File: config.mk
export PLATFORM = sky130hd
export DESIGN_NAME = sfd_ram
export DESIGN_NICKNAME = d
export VERILOG_FILES = /design/src/design/sfd_ram.sv
export SDC_FILE = /design/constraint.sdc
export NUM_CORES = 1
export LEC_CHECK = 0
export CORE_MARGIN = 2
export CORE_UTILIZATION = 56
export DETAILED_ROUTE_END_ITERATION = 8
export DONT_BUFFER_PORTS = 1
export GPL_TIMING_DRIVEN = 0
export PLACE_DENSITY = 0.72
export SLEW_MARGIN = 15
export SYNTH_ARGS = -nofsm -noshare
export SYNTH_HDL_FRONTEND = slang
export SYNTH_SLANG_ARGS = --single-unit
File: constraint.sdc
create_clock -name clk_i -period 1.9 [get_ports clk_i]
set_input_delay 0.285 -clock clk_i [delete_from_list [all_inputs] [get_ports clk_i]]
set_output_delay 0.285 -clock clk_i [all_outputs]
set_load 0.05 [all_outputs]
File: src/design/sfd_ram.sv
// Generic simple dual-port RAM: one write port, one read port with registered,
// read-first output. No dependencies.
`timescale 1ns / 1ps

module sfd_ram #(
  parameter int unsigned WIDTH = 8,
  parameter int unsigned DEPTH = 16,
  localparam int unsigned AW   = $clog2(DEPTH)
) (
  input  logic             clk_i,
  input  logic             we_i,
  input  logic [AW-1:0]    waddr_i,
  input  logic [WIDTH-1:0] wdata_i,
  input  logic             re_i,
  input  logic [AW-1:0]    raddr_i,
  output logic [WIDTH-1:0] rdata_o
);

  logic [WIDTH-1:0] mem_q [DEPTH];
  logic [WIDTH-1:0] rdata_q;

  always_ff @(posedge clk_i) begin
    if (we_i) begin
      mem_q[waddr_i] <= wdata_i;
    end
    if (re_i) begin
      rdata_q <= mem_q[raddr_i];
    end
  end

  assign rdata_o = rdata_q;

endmodule

==> flow_summary.ini <==
[run_status]
status = complete, no violations

[place]
gp_congestion = 0.732
port_buffers = 0
placed_cell_area_um2 = 5380
dp_hpwl_mm = 5.85
pre_cts_ws_ps = 1.56

[cells_and_area]
layout.core_utilization_pct = 66.1
design_area_um2 = 6050
n_antenna_cell = 0
areaGrowthSynthToFinish_pct = 15.8
fin_nets = 276
drive_gt1_share_pct = 23.0

[sta]
clock-skew-final_ps = 7.35
worst_pin_slew_ps = 831
slew_headroom_pct = 44.4
finalCritPeriodShare_pct = 84.8
slew_violations = 0
rsz0062_at_grt = false
finalCriticalPeriod_ps = 1610
setup_viol = 0
hold_violations = 0
setup_ws_ps = 289
fmax_ghz = 0.621
fin_tns_setup_ps = 0

[power_and_ir_drop]
ir_drop_mv = 0.724
p_per_area_nw_per_um2 = 1130
p_leak_nw = 1.97

[grt]
grt_pass1_wl_mm = 14.0
gr-total-overflow = 0
grt_pass1_vias = 2319
antenna_found_initial = 0
grt_max_degree = 17
track_usage_pct = 20.4

[hold_path]
hp-class = in -> reg

[clocking]
clk_latency_ps = 510
cts_resized = 0
root_buffer = clkbuf_8
cts_buffer_depth = 2
clkTransAtPathRegs_ps = 60
cts_sinks = 136
htree_levels = 4
numCtsBuffers = 17
tritoncts = built

[run]
drv_cap = 0

[synthesis]
avgSynthCellArea_um2 = 22.8
netlist_area_um2 = 5230
synthCells = 229
synth_area_leaders = edfxtp_1 78%, mux4_2 7.8%, mux4_1 7.0%, a22oi_1 2.3%, nor2_1 0.93%
synthDistinctLibCells = 18
syn-num-nets = 248
synth_top_area_cell = edfxtp_1
yosysWarnings = 0
synth_seq_cells = 136
netlist.area_leader.share_pct = 78.1
yosysSeqAreaShare_pct = 78.1

[floorplan]
fp-row-count = 35
die_h_um = 101
die_x_um = 101
start_util_pct = 57.1
core-area_um2 = 9150
io_pins = 27
dieArea_um2 = 10100

[worst_setup_path]
path_class = reg -> reg
crit_required_ps = 2140
worst_setup_path_start_kind = register
critPathCaptureType = register
crit_fanout = 1
worstPathArrival_ps = 1850

[routing]
vias_per_cell = 6.27
avgRoutedWirePerCell_um = 25.0
vias = 2388
post-route-drc-count = 0
ant_nets = 0
dr.pass1.iters = 4
first_iter_violations = 202
wl_mm = 9.51
cells in the mapped netlist:
cell type	n
a22oi_1	16
and2_1	1
and2b_1	1
buf_2	3
buf_4	1
buf_6	3
clkdlybuf4s25_2	3
edfxtp_1	136
mux4_1	14
mux4_2	18
nand2_1	9
nand2b_1	2
nand3_1	1
nand3b_1	2
nor2_1	13
nor2b_1	1
nor3_1	4
or3b_2	1
layout make-up:
type,count,area (um^2)
Fill cell,567,3100
Multi-Input combinational cell,83,1080
Buffer,10,86.3
Clock inverter,14,158
Tap cell,111,139
Sequential cell,136,4080
Timing Repair Buffer,9,90.1
Clock buffer,18,418
power by group:
group / internal (W) / switching (W) / total (W)
clock network: 0.00198 / 0.00114 / 0.00311
registers: 0.00338 / 0.0000673 / 0.00345
logic: 0.000121 / 0.000167 / 0.000288
total: 0.00548 / 0.00137 / 0.00685
worst paths after layout:
check / end / slack [ps] / depth (start not counted) / startpoint
min reg2reg: rdata_o[1] / 770 / 3 / mem_q[11][1]
max reg2reg: rdata_o[0] / 290 / 3 / mem_q[5][0]
min: mem_q[4][0] / 50 / 1 / waddr_i[0]
max: rdata_o[0] / 290 / 3 / mem_q[5][0]
layout by cell type (no fill, tap or decap), types with 4 or more instances in the layout:
cell type	instances
mux4_2	18
clkbuf_16	16
edfxtp_1	136
nor2_1	13
a22oi_1	16
nand2_1	9
clkinv_2	4
nor3_2	4
dlygate4sd3_1	9
mux4_1	14
repair_timing:
action                                 in CTS  in global routing
buffers inserted                            0                  0
endpoints found under the hold margin     136                  0
hold buffers                                9                  0
per-layer routing:
metal  routed length, um  track usage (%)
met2                4560             29.8
met1                4240             29.4
met5                   0                0
met4                 242             8.54
met3                 468             5.96
cell families after synthesis:
group	Yosys count	synth area share, %
AOI/OAI and AO/OA	16	2.30
buffers and inverters	10	1.65
DFF	136	78.1
muxes	32	14.8
and+or+nand+nor	35	3.14
worst max-delay path, cell delays in order, from the launching register on:
cell and delay [ps]:
edfxtp_1 370, mux4_1 550, a22oi_1 290, nand2_1 130
per-stage QoR:
stage / cells / power [W] / hold WS [ps]
6_report: 381 / 0.00685 / 49.9
3_5_place_dp: 340 / 0.00375 / 384
3_3_place_gp: 340 / 0.00374 / 385
2_1_floorplan: 229 / 0.00368 / 384
5_1_grt: 381 / 0.00704 / 41.7
4_1_cts: 381 / 0.00690 / 51.6
registers in the layout, summed over array words and instances (netlist names):
register and cells:
mem_q 128, rdata_o 8
Note: power is estimated with default switching activity, not from simulation.
